## config.mk

```make
export PLATFORM = sky130hd
export DESIGN_NAME = zero_square_window_finder
export DESIGN_NICKNAME = d
export VERILOG_FILES = /design/src/hdl/zswf_pkg.sv /design/src/hdl/zswf_cell.sv /design/src/hdl/zswf_out_buf.sv /design/src/hdl/zero_square_window_finder.sv
export SDC_FILE = /design/constraint.sdc
export NUM_CORES = 1
export LEC_CHECK = 0
export ABC_AREA = 1
export BUFFER_PORTS_ARGS = -buffer_cell sky130_fd_sc_hd__buf_2
export CORE_MARGIN = 2
export CORE_UTILIZATION = 54
export DETAILED_ROUTE_END_ITERATION = 12
export GPL_ROUTABILITY_DRIVEN = 0
export GPL_TIMING_DRIVEN = 0
export MAX_ROUTING_LAYER = met4
export PLACE_DENSITY = 0.71
export SLEW_MARGIN = 20
export SYNTH_ARGS = -nofsm -noshare
export SYNTH_HDL_FRONTEND = slang
export SYNTH_SLANG_ARGS = --single-unit
export TNS_END_PERCENT = 20
```

## constraint.sdc

```tcl
create_clock -name clk -period 12.1 [get_ports clk]
set_input_delay 1.21 -clock clk [delete_from_list [all_inputs] [get_ports clk]]
set_output_delay 1.21 -clock clk [all_outputs]
set_load 0.01 [all_outputs]
```

## src/hdl/zswf_pkg.sv

```systemverilog
// Shared constants, codes and types of the zero square window finder.
package zswf_pkg;

  // Largest matrix side held by the column delay chain
  localparam int MAX_DIM = 32;

  // Position counter width and width of a clamped dimension
  localparam int POS_W = $clog2(MAX_DIM);
  localparam int CNT_W = $clog2(MAX_DIM + 1);

  // Configuration register width and column run width
  localparam int CFG_W = 6;
  localparam int RUN_W = CFG_W;

  // Fixed field widths of the streams
  localparam int CELL_W    = 8;
  localparam int STATUS_W  = 2;
  localparam int OUT_POS_W = 5;
  localparam int IN_DATA_W  = 8;
  localparam int OUT_DATA_W = 16;
  localparam int REG_IDX_W  = 2;

  // Register reset values
  localparam logic [CFG_W-1:0] ROW_COUNT_RST    = CFG_W'(8);
  localparam logic [CFG_W-1:0] COLUMN_COUNT_RST = CFG_W'(8);
  localparam logic [CFG_W-1:0] SQUARE_SIZE_RST  = CFG_W'(3);

  // Configuration register indexes
  typedef enum logic [REG_IDX_W-1:0] {
    REG_ROW_COUNT    = 2'd0,
    REG_COLUMN_COUNT = 2'd1,
    REG_SQUARE_SIZE  = 2'd2
  } reg_idx_t;

  // Result status codes
  typedef enum logic [STATUS_W-1:0] {
    STATUS_FOUND     = 2'd0,
    STATUS_END_FOUND = 2'd1,
    STATUS_END_NONE  = 2'd2,
    STATUS_TOO_LARGE = 2'd3
  } status_t;

  // One result item handed to the output stage
  typedef struct packed {
    status_t                status;
    logic [OUT_POS_W-1:0]   top_row;
    logic [OUT_POS_W-1:0]   left_column;
    logic                   matrix_done;
  } result_t;

endpackage

```

## src/hdl/zswf_cell.sv

```systemverilog
// One cell of the column delay chain: holds the zero-run length of one column.
module zswf_cell
  import zswf_pkg::*;
(
  input  logic             clk,
  input  logic             shift,
  input  logic [RUN_W-1:0] run_in,
  output logic [RUN_W-1:0] run_out
);

  logic [RUN_W-1:0] run;

  // Take the neighbor's run on every accepted cell
  always_ff @(posedge clk) begin
    if (shift) begin
      run <= run_in;
    end
  end

  assign run_out = run;

endmodule

```

## src/hdl/zswf_out_buf.sv

```systemverilog
// Two-entry output stage: result register plus skid register toward the master side.
module zswf_out_buf
  import zswf_pkg::*;
(
  input  logic                  clk,
  input  logic                  rst,
  input  logic                  push,
  input  result_t               push_item,
  output logic                  space,
  output logic                  m_tvalid,
  input  logic                  m_tready,
  output logic [OUT_DATA_W-1:0] m_tdata,
  output logic                  m_tlast
);

  logic    out_valid;
  logic    skid_valid;
  result_t out_item;
  result_t skid_item;
  logic    pop;

  assign pop   = out_valid && m_tready;
  assign space = !skid_valid;

  // Control: valid flags of both stages
  always_ff @(posedge clk) begin
    if (rst) begin
      out_valid  <= 1'b0;
      skid_valid <= 1'b0;
    end else if (skid_valid) begin
      if (pop) begin
        skid_valid <= 1'b0;
      end
    end else if (push) begin
      if (out_valid && !pop) begin
        skid_valid <= 1'b1;
      end else begin
        out_valid <= 1'b1;
      end
    end else if (pop) begin
      out_valid <= 1'b0;
    end
  end

  // Payload: move skid forward or load the new result
  always_ff @(posedge clk) begin
    if (skid_valid) begin
      if (pop) begin
        out_item <= skid_item;
      end
    end else if (push) begin
      if (out_valid && !pop) begin
        skid_item <= push_item;
      end else begin
        out_item <= push_item;
      end
    end
  end

  assign m_tvalid = out_valid;
  assign m_tlast  = out_item.matrix_done;
  assign m_tdata  = OUT_DATA_W'({out_item.left_column, out_item.top_row, out_item.status});

  // A waiting skid entry always has a result ahead of it
  a_skid_behind_out: assert property (@(posedge clk) disable iff (rst)
    skid_valid |-> out_valid)
    else $error("skid entry without result register");

  // No new result arrives while the stage is full
  a_no_push_full: assert property (@(posedge clk) disable iff (rst)
    push |-> !skid_valid)
    else $error("result pushed into full output stage");

  // A taken result moves the skid entry into the result register in the next cycle
  a_skid_drains: assert property (@(posedge clk) disable iff (rst)
    (skid_valid && pop) |=> (!skid_valid && out_valid))
    else $error("skid entry not moved forward");

endmodule

```

## src/hdl/zero_square_window_finder.sv

```systemverilog
// Top level of the zero square window finder: position control, run update, cell chain.
//
// Usage: matrix cells enter on the slave stream (s_tdata[7:0] = cell_value) in
// row-major order, one transaction per cell. A result leaves on the master stream
// when a cell completes an all-zero square (status found, with the top-left corner)
// and always on the final cell of the matrix (m_tlast = 1, status found, end with
// some found, end none found, or square too large).
// m_tdata, low bit first: status[1:0], top_row[6:2], left_column[11:7], zeros.
// Configuration: cfg_write with cfg_index / cfg_data sets row count, column count
// or square size; a write to any of these three restarts the matrix at row 0, column 0.
// Throughput: one cell per cycle while s_tready is high. The column runs live in a chain
// of MAX_DIM cells that shifts once per accepted cell; the previous row's run of the
// current column is tapped at depth column_count (clamped), so the per-cell run update
// and the horizontal counter finish in the cycle that accepts the cell.
// With the output stage empty, a result is on m_tvalid the cycle after its cell is taken.
// Stall: a two-entry output stage holds results; s_tready drops only when both
// entries are full, and rises the cycle after the receiver takes one.
// Reset: sizes go to 8 x 8 with square size 3, the position and counters clear,
// and the output stage empties. The cell chain needs no clearing.
module zero_square_window_finder
  import zswf_pkg::*;
(
  input  logic                  clk,
  input  logic                  rst,
  input  logic                  cfg_write,
  input  logic [REG_IDX_W-1:0]  cfg_index,
  input  logic [CFG_W-1:0]      cfg_data,
  input  logic                  s_tvalid,
  output logic                  s_tready,
  input  logic [IN_DATA_W-1:0]  s_tdata,   // cell_value[7:0]
  output logic                  m_tvalid,
  input  logic                  m_tready,
  output logic [OUT_DATA_W-1:0] m_tdata,   // status[1:0], top_row[6:2], left_column[11:7]
  output logic                  m_tlast    // matrix_done
);

  logic [CFG_W-1:0] row_count;
  logic [CFG_W-1:0] column_count;
  logic [CFG_W-1:0] square_size;

  logic [POS_W-1:0] current_row;
  logic [POS_W-1:0] current_column;
  logic [RUN_W-1:0] adjacent_full_columns;
  logic             any_found;

  logic [CNT_W-1:0] rows;
  logic [CNT_W-1:0] cols;
  logic [POS_W-1:0] tap_sel;
  logic [RUN_W-1:0] chain_q [MAX_DIM];
  logic [RUN_W-1:0] prev_run;
  logic [RUN_W-1:0] run_new;
  logic [RUN_W-1:0] adj_base;
  logic [RUN_W-1:0] adj_new;
  logic             accept;
  logic             restart;
  logic             is_zero;
  logic             usable;
  logic             hit;
  logic             last_row;
  logic             last_col;
  logic             last_cell;
  logic             emit;
  result_t          item;
  logic             space;

  // Configuration registers; a write to an unused index is ignored
  always_ff @(posedge clk) begin
    if (rst) begin
      row_count    <= ROW_COUNT_RST;
      column_count <= COLUMN_COUNT_RST;
      square_size  <= SQUARE_SIZE_RST;
    end else if (cfg_write) begin
      case (cfg_index)
        REG_ROW_COUNT:    row_count    <= cfg_data;
        REG_COLUMN_COUNT: column_count <= cfg_data;
        REG_SQUARE_SIZE:  square_size  <= cfg_data;
        default: ;
      endcase
    end
  end

  assign restart = cfg_write && (cfg_index == REG_ROW_COUNT || cfg_index == REG_COLUMN_COUNT
                                 || cfg_index == REG_SQUARE_SIZE);

  // Clamp dimensions into one to MAX_DIM
  always_comb begin
    if (row_count == '0) begin
      rows = CNT_W'(1);
    end else if (32'(row_count) > 32'(MAX_DIM)) begin
      rows = CNT_W'(MAX_DIM);
    end else begin
      rows = CNT_W'(row_count);
    end
    if (column_count == '0) begin
      cols = CNT_W'(1);
    end else if (32'(column_count) > 32'(MAX_DIM)) begin
      cols = CNT_W'(MAX_DIM);
    end else begin
      cols = CNT_W'(column_count);
    end
  end

  assign accept  = s_tvalid && s_tready;
  assign s_tready = space;
  assign is_zero = (s_tdata[CELL_W-1:0] == '0);
  assign tap_sel = POS_W'(cols - CNT_W'(1));

  // Column delay chain: cell 0 takes the fresh run, the tap gives the row above
  genvar gi;
  generate
    for (gi = 0; gi < MAX_DIM; gi++) begin : g_cell
      if (gi == 0) begin : g_head
        zswf_cell u_cell (
          .clk     (clk),
          .shift   (accept),
          .run_in  (run_new),
          .run_out (chain_q[gi])
        );
      end else begin : g_body
        zswf_cell u_cell (
          .clk     (clk),
          .shift   (accept),
          .run_in  (chain_q[gi-1]),
          .run_out (chain_q[gi])
        );
      end
    end
  endgenerate

  // Vertical run and horizontal count of full columns
  always_comb begin
    prev_run = (current_row == '0) ? '0 : chain_q[tap_sel];
    if (!is_zero) begin
      run_new = '0;
    end else if (prev_run < square_size) begin
      run_new = RUN_W'(prev_run + RUN_W'(1));
    end else begin
      run_new = square_size;
    end
    adj_base = (current_column == '0) ? '0 : adjacent_full_columns;
    if (run_new == square_size && square_size != '0) begin
      adj_new = (adj_base < square_size) ? RUN_W'(adj_base + RUN_W'(1)) : square_size;
    end else begin
      adj_new = '0;
    end
  end

  assign usable = (square_size != '0) && (32'(square_size) <= 32'(rows))
                  && (32'(square_size) <= 32'(cols));
  assign hit       = usable && (adj_new == square_size);
  assign last_row  = (32'(current_row) == 32'(rows) - 32'd1);
  assign last_col  = (32'(current_column) == 32'(cols) - 32'd1);
  assign last_cell = last_row && last_col;
  assign emit      = accept && (hit || last_cell);

  // Build the result item
  always_comb begin
    item.matrix_done = last_cell;
    if (hit) begin
      item.status      = STATUS_FOUND;
      item.top_row     = OUT_POS_W'(32'(current_row) + 32'd1 - 32'(square_size));
      item.left_column = OUT_POS_W'(32'(current_column) + 32'd1 - 32'(square_size));
    end else begin
      if (!usable) begin
        item.status = STATUS_TOO_LARGE;
      end else if (any_found) begin
        item.status = STATUS_END_FOUND;
      end else begin
        item.status = STATUS_END_NONE;
      end
      item.top_row     = '0;
      item.left_column = '0;
    end
  end

  // Position, horizontal count and found flag
  always_ff @(posedge clk) begin
    if (rst || restart) begin
      current_row           <= '0;
      current_column        <= '0;
      adjacent_full_columns <= '0;
      any_found             <= 1'b0;
    end else if (accept) begin
      if (last_cell) begin
        current_row           <= '0;
        current_column        <= '0;
        adjacent_full_columns <= '0;
        any_found             <= 1'b0;
      end else begin
        adjacent_full_columns <= adj_new;
        if (hit) begin
          any_found <= 1'b1;
        end
        if (last_col) begin
          current_column <= '0;
          current_row    <= POS_W'(current_row + POS_W'(1));
        end else begin
          current_column <= POS_W'(current_column + POS_W'(1));
        end
      end
    end
  end

  zswf_out_buf u_out_buf (
    .clk       (clk),
    .rst       (rst),
    .push      (emit),
    .push_item (item),
    .space     (space),
    .m_tvalid  (m_tvalid),
    .m_tready  (m_tready),
    .m_tdata   (m_tdata),
    .m_tlast   (m_tlast)
  );

  // The final cell always yields a result on the next cycle
  a_final_result: assert property (@(posedge clk) disable iff (rst)
    (accept && last_cell && !restart) |=> m_tvalid)
    else $error("final cell produced no result");

  // The position never leaves the active matrix
  a_pos_in_range: assert property (@(posedge clk) disable iff (rst)
    (32'(current_row) < 32'(rows)) && (32'(current_column) < 32'(cols)))
    else $error("position outside active matrix");

  // The horizontal count saturates at the square size
  a_adj_saturates: assert property (@(posedge clk) disable iff (rst)
    adjacent_full_columns <= square_size)
    else $error("full-column count above square size");

endmodule

```

==> impl_metrics.json, run 1 <==
{
  "status": "completed",
  "drtIter0Drc": 1046,
  "cts-root-buf": "clkbuf_16",
  "yosys_most_used_dff": "edfxtp_1",
  "grt_pass1_vias": 8916,
  "ys_ff_latch": 255,
  "yosysSeqAreaShare_pct": 57.9,
  "synth.area.mux_share_pct": 0,
  "clock_latency_ps": 550,
  "clk_pin_slew_ps": 60,
  "syn_avg_cell_area_um2": 9.77,
  "startpoint": "column_count[2]",
  "nNetsFinal": 1424,
  "crit_path_end_kind": "register",
  "wl_per_cell_um": 16.9,
  "skew_ps": 14.9,
  "cts_resized": 0,
  "relSlewSlack_pct": 29.8,
  "cts_tree": "yes",
  "synth_adder_area_share_pct": 4.69,
  "maxSlewViolCount": 0,
  "r2r_cells": 37,
  "final_hold_viol_count": 0,
  "clock_sinks": 255,
  "async_reset_ff_share_pct": 0,
  "finalCriticalPeriod_ps": 7280,
  "synth-edff-count": 218,
  "reg2reg_setup_slack_ps": 4820,
  "start_util_pct": 55.3,
  "layout_common_cells": "nand2_1, nand3_1, edfxtp_1",
  "critPathSlowestCell": "nor2_1",
  "start_kind": "register",
  "cts_hold_buf": 0,
  "min_path_type": "reg -> reg",
  "core-area_mm2": 0.0228,
  "antenna_found_initial": 0,
  "worst_path_dominant_cell_family": "simple AND/OR/NAND/NOR gates",
  "n_fill_cell": 1904,
  "critical_path_class": "reg -> reg",
  "synth_cells": 1289,
  "dr_total_vias": 9487,
  "drt_wl_total_um": 28600,
  "cts_max_level": 1,
  "post_cts_buffers": 0,
  "rr_startpoint": "column_count[2]",
  "drc": 0,
  "die_h_um": 157,
  "netlist_area_mm2": 0.0126,
  "synth_cell_types": 45,
  "yosysWarnings": 0,
  "antenna_left": 0,
  "cpMostUsedCell": "nand2_1",
  "critPathMaxStageDelay_ps": 830,
  "p_leak_nw": 5.80,
  "cts_buffer_depth": 3,
  "pin_count": 40,
  "tns_ps": 0,
  "final_common_cell": "nand2_1",
  "dp_hpwl_um": 18700,
  "cp.required_ps": 12250,
  "worst-slew-pin-transition_ps": 1050,
  "synth_xor_area_share_pct": 1.96,
  "numPortBuffers": 35,
  "diodes": 0,
  "drt-vias-per-instance": 5.61,
  "synth_compound_area_share_pct": 4.78,
  "cap_violations": 0,
  "arrival_ps": 7440,
  "r2r_end": "u_out_buf.skid_item[4]",
  "crit_fanout": 13,
  "cp.depth": 37,
  "grt_max_degree": 117,
  "rows": 55,
  "setup_viol": 0,
  "first_pass_iters": 6,
  "fmax_mhz": 137,
  "critical_path.endpoint": "u_out_buf.skid_item[4]",
  "cts_buffers": 27,
  "dieArea_mm2": 0.0245,
  "fin_crit_sh_pct": 60.2,
  "grt_pass1_wl_um": 45900,
  "die_w_um": 157,
  "path_buf_inv": 8,
  "dpl_worst_slack_ps": 4880,
  "hold_path_startpoint": "g_cell[21].g_body.u_cell.run_out[0]",
  "final_layout_size_suffix_gt1_share_pct": 10.8,
  "setup_slack_ps": 4820,
  "rsz0062_at_grt": "no",
  "areaGrowthSynthToFinish_pct": 12.0,
  "gr-total-overflow": 0,
  "grt_use_total_pct": 24.3,
  "power_density_mw_per_mm2": 151,
  "synth_top_family_by_area": "simple AND/OR/NAND/NOR gates",
  "irDropWorstVdd_mv": 0.120,
  "synth-simple-area-share_pct": 24.2
}
==> registers in the layout, indices dropped and copies added (netlist names), 5 cells and up <==
signal	cells
current_column	5
u_out_buf.m_tdata	12
row_count	6
g_cell.g_body.u_cell.run_out	186
u_out_buf.skid_item	13
current_row	5
g_cell.g_head.u_cell.run_out	6
adjacent_full_columns	6
square_size	6
column_count	6
==> synth_stat cells (2+ instances only) <==
master | number | share of area [%]
nand2_2 | 10 | 0.50
xor2_1 | 20 | 1.4
o21a_1 | 4 | 0.24
buf_6 | 7 | 0.63
nand3_1 | 258 | 10
inv_2 | 8 | 0.24
clkinv_1 | 7 | 0.21
o21ai_0 | 30 | 1.2
buf_4 | 17 | 1.0
clkbuf_1 | 15 | 0.45
nand2_1 | 285 | 8.5
ha_1 | 44 | 4.4
o211ai_1 | 6 | 0.36
inv_1 | 111 | 3.3
a21oi_1 | 52 | 2.1
a21o_1 | 4 | 0.24
nand4_1 | 21 | 1.0
nor2_1 | 65 | 1.9
fa_1 | 2 | 0.32
o21bai_1 | 2 | 0.12
xnor2_1 | 5 | 0.35
dfxtp_1 | 37 | 5.9
nor4_1 | 5 | 0.25
nand3b_1 | 7 | 0.42
nand3_2 | 5 | 0.40
nor2_2 | 5 | 0.25
buf_2 | 13 | 0.52
buf_1 | 3 | 0.089
edfxtp_1 | 218 | 52
or2_1 | 2 | 0.099
nor3_1 | 7 | 0.28
==> final cells by class <==
cell class	count	area (µm²)	area share (%)
Buffer	55	339	2.41
Clock inverter	17	186	1.32
Multi-Input combinational cell	856	4500	31.9
Tap cell	313	392	2.78
Clock buffer	32	704	5.00
Timing Repair Buffer	36	203	1.44
Inverter	126	480	3.41
Sequential cell	255	7290	51.7
==> through the flow <==
stage | cell area (µm²) | std cells | util [%] | hold WS [ps] | total power (W)
floorplan | 12600 | 1292 | - | 417 | 0.00122
global placement | 13200 | 1640 | 57.8 | 429 | 0.00130
detailed placement | 13200 | 1641 | 58.0 | 426 | 0.00130
CTS | 14100 | 1690 | 61.9 | 444 | 0.00214
global route | 14100 | 1690 | 61.9 | 453 | 0.00221
finish | 14100 | 1690 | 61.9 | 446 | 0.00213
==> where the power goes <==
| part | switching (W) | total, W | internal [W] |
|---|---|---|---|
| Sequential | 0.0000225 | 0.00102 | 0.000998 |
| Clock | 0.000344 | 0.000843 | 0.000500 |
| Combinational | 0.000183 | 0.000269 | 0.0000863 |
| Total | 0.000549 | 0.00213 | 0.00158 |
==> metal layers <==
layer / vias up / share of wire [%] / global-route usage, %
li1: 4576 / - / -
met1: 4536 / 46 / 35.2
met2: 326 / 45 / 36.0
met3: 49 / 7.5 / 3.93
met4: 0 / 1.9 / 6.29
met5: - / 0 / -
==> how the worst min path moves through the flow <==
stage,slack [ps],depth (start not counted),end
CTS,440,0,g_cell[3].g_body.u_cell.run_out[0]
global route,450,0,g_cell[30].g_body.u_cell.run_out[5]
floorplan,420,0,g_cell[11].g_body.u_cell.run_out[0]
global placement,430,0,g_cell[23].g_body.u_cell.run_out[1]
detailed placement,430,0,g_cell[7].g_body.u_cell.run_out[0]
finish,450,0,g_cell[22].g_body.u_cell.run_out[0]
==> cell families (layout without fill, tap and decap cells) <==
logic type,count (synthesis),in the layout
simple gates,674,674
buf+inv,181,266
other cells,1,4
flops,255,255
fa+ha+maj,46,46
compound gates,106,106
xor+xnor,26,26
(Power assumes the default switching activity.)
==> run 2: changes to the inputs <==
--- a/config.mk
+++ b/config.mk
@@ -13,7 +13,7 @@
 export GPL_ROUTABILITY_DRIVEN = 0
 export GPL_TIMING_DRIVEN = 0
 export MAX_ROUTING_LAYER = met4
-export PLACE_DENSITY = 0.71
+export PLACE_DENSITY = 0.74
 export SLEW_MARGIN = 20
 export SYNTH_ARGS = -nofsm -noshare
 export SYNTH_HDL_FRONTEND = slang
==> constraint.sdc (replaced) <==
create_clock -name clk -period 6.4 [get_ports clk]
set_input_delay 0.64 -clock clk [delete_from_list [all_inputs] [get_ports clk]]
set_output_delay 0.64 -clock clk [all_outputs]
set_load 0.01 [all_outputs]
==> run 2 against run 1 <==
Against the previous run: flip-flop and latch count unchanged; critical path type unchanged; sequential share of layout area decreased by 0.55 points; worst hold slack worse by 99 ps; register-to-register slack got worse by 4300 ps; first-iteration DRC count decreased by 6.9%; critical path depth up 1; via count grew 0.52%; largest cell class unchanged; non-clock buffer count increased by 2; power increased by 91%; sequential power grew 89%.
==> impl_metrics.json, run 2 (synthesized netlist as in run 1, its figures left out) <==
{
  "fin_hold_ws_ps": 346,
  "drt_wl_total_um": 28700,
  "grt_pass1_wl_um": 46300,
  "diodes": 0,
  "critical_path_class": "reg -> reg",
  "clk_pin_slew_ps": 60,
  "dieArea_mm2": 0.0245,
  "numPortBuffers": 35,
  "start_util_pct": 55.3,
  "cts_max_level": 1,
  "start_kind": "register",
  "rows": 55,
  "p_leak_nw": 5.87,
  "min_path_type": "in -> reg",
  "status": "completed",
  "cts_buffers": 28,
  "grt_use_total_pct": 24.3,
  "fin_crit_sh_pct": 92.1,
  "largest_register_ffs": 186,
  "grt_pass1_vias": 9187,
  "critPathSlowestCell": "dfxtp_1",
  "dpl_worst_slack_ps": -803,
  "wl_per_cell_um": 16.9,
  "relSlewSlack_pct": 57.4,
  "power_density_mw_per_mm2": 287,
  "drtIter0Drc": 974,
  "antenna_found_initial": 0,
  "cts-root-buf": "clkbuf_16",
  "cts_hold_buf": 0,
  "final_common_cell": "nand2_1",
  "clock_sinks": 255,
  "die_w_um": 157,
  "cap_violations": 0,
  "dp.cells": 1641,
  "setup_viol": 0,
  "skew_ps": 29.8,
  "core-area_mm2": 0.0228,
  "dr_total_vias": 9536,
  "die_h_um": 157,
  "grt_max_degree": 111,
  "irDropWorstVdd_mv": 0.183,
  "cts_tree": "yes",
  "final_hold_viol_count": 0,
  "antenna_left": 0,
  "critPathMaxStageDelay_ps": 430,
  "drt-vias-per-instance": 5.63,
  "arrival_ps": 6130,
  "cts_buffer_depth": 3,
  "nNetsFinal": 1427,
  "crit_fanout": 13,
  "fmax_mhz": 170,
  "first_pass_iters": 5,
  "gr-total-overflow": 0,
  "layout_common_cells": "nand2_1, nand3_1, edfxtp_1",
  "drc": 0,
  "worst-slew-pin-transition_ps": 633,
  "dp_hpwl_um": 18700,
  "cp.required_ps": 6640,
  "clock_latency_ps": 550,
  "finalCriticalPeriod_ps": 5890,
  "pin_count": 40,
  "areaGrowthSynthToFinish_pct": 13.2,
  "cpMostUsedCell": "nand2_1",
  "layout.cells.non_filler": 1694,
  "crit_path_end_kind": "register",
  "maxSlewViolCount": 0,
  "setup_slack_ps": 508,
  "final_layout_size_suffix_gt1_share_pct": 11.9
}
## run 2: changes by cell type in the layout (fill, tap and decap cells not counted), moves of 2 or more
cell	change
clkbuf_1	-2
buf_1	-3
clkbuf_4	+4
clkinv_1	-3
buf_12	+2
inv_6	-2
clkinv_2	-3
clkbuf_8	+4
nor2_1	-2
clkbuf_2	+2
nor2_4	+2
buf_4	+2
## run 2: worst paths after layout
| path | from | end | slack [ps] | depth (start not counted) |
|---|---|---|---|---|
| worst max-delay path | column_count[2] | u_out_buf.skid_item[8] | 510 | 38 |
| worst min-delay path | cfg_data[3] | column_count[3] | 350 | 3 |
| worst max register to register | column_count[2] | u_out_buf.skid_item[8] | 510 | 38 |
| worst min register to register | g_cell[15].g_body.u_cell.run_out[4] | g_cell[16].g_body.u_cell.run_out[4] | 440 | 0 |
## run 2: report_power, final
part / switching [W] / leakage (nW) / internal [W]
combinational: 0.000348 / 3.00 / 0.000170
sequential: 0.0000428 / 2.41 / 0.00189
clock: 0.000650 / 0.459 / 0.000984
total: 0.00104 / 5.87 / 0.00304
## run 2: cell type report
class / instances / area [µm²]
buffer: 55 / 372
clock buffer: 41 / 800
clock inverter: 10 / 138
fill: 1861 / 8530
inverter: 126 / 480
multi-input combinational: 856 / 4540
sequential: 255 / 7290
tap: 313 / 392
timing repair buffer: 38 / 243
## run 2: critical path: cells and delay by family (launching register included)
family	cells	cell delay (ps)
and+or+nand+nor	24	2390
buffers and inverters	9	1470
AOI/OAI and AO/OA	3	660
adders and majority gates	2	620
DFF	1	430
## run 2: repair_timing
item	in CTS	in global routing
resized for setup	10	26
pin swaps	0	3
setup endpoints to repair	28	52
setup buffers	0	2
cloned	0	0
## run 2: per-layer routing
layer | global-route usage (%) | vias to the layer above | wire length [µm] | share of wire [%]
met5 | - | - | 0 | 0
met4 | 6.60 | 0 | 660 | 2.3
met3 | 3.79 | 58 | 2110 | 7.4
met2 | 37.2 | 401 | 13200 | 46
met1 | 33.9 | 4491 | 12700 | 44
li1 | - | 4586 | - | -
## run 2: per-stage QoR
stage | power [W] | setup TNS [ps] | instance area [µm²] | util (%)
CTS | 0.00408 | 0 | 14200 | 62.2
floorplan | 0.00231 | 0 | 12600 | -
global placement | 0.00246 | -76390 | 13200 | 57.8
detailed placement | 0.00246 | -19950 | 13200 | 58.0
global route | 0.00422 | -149 | 14200 | 62.5
finish | 0.00408 | 0 | 14200 | 62.5
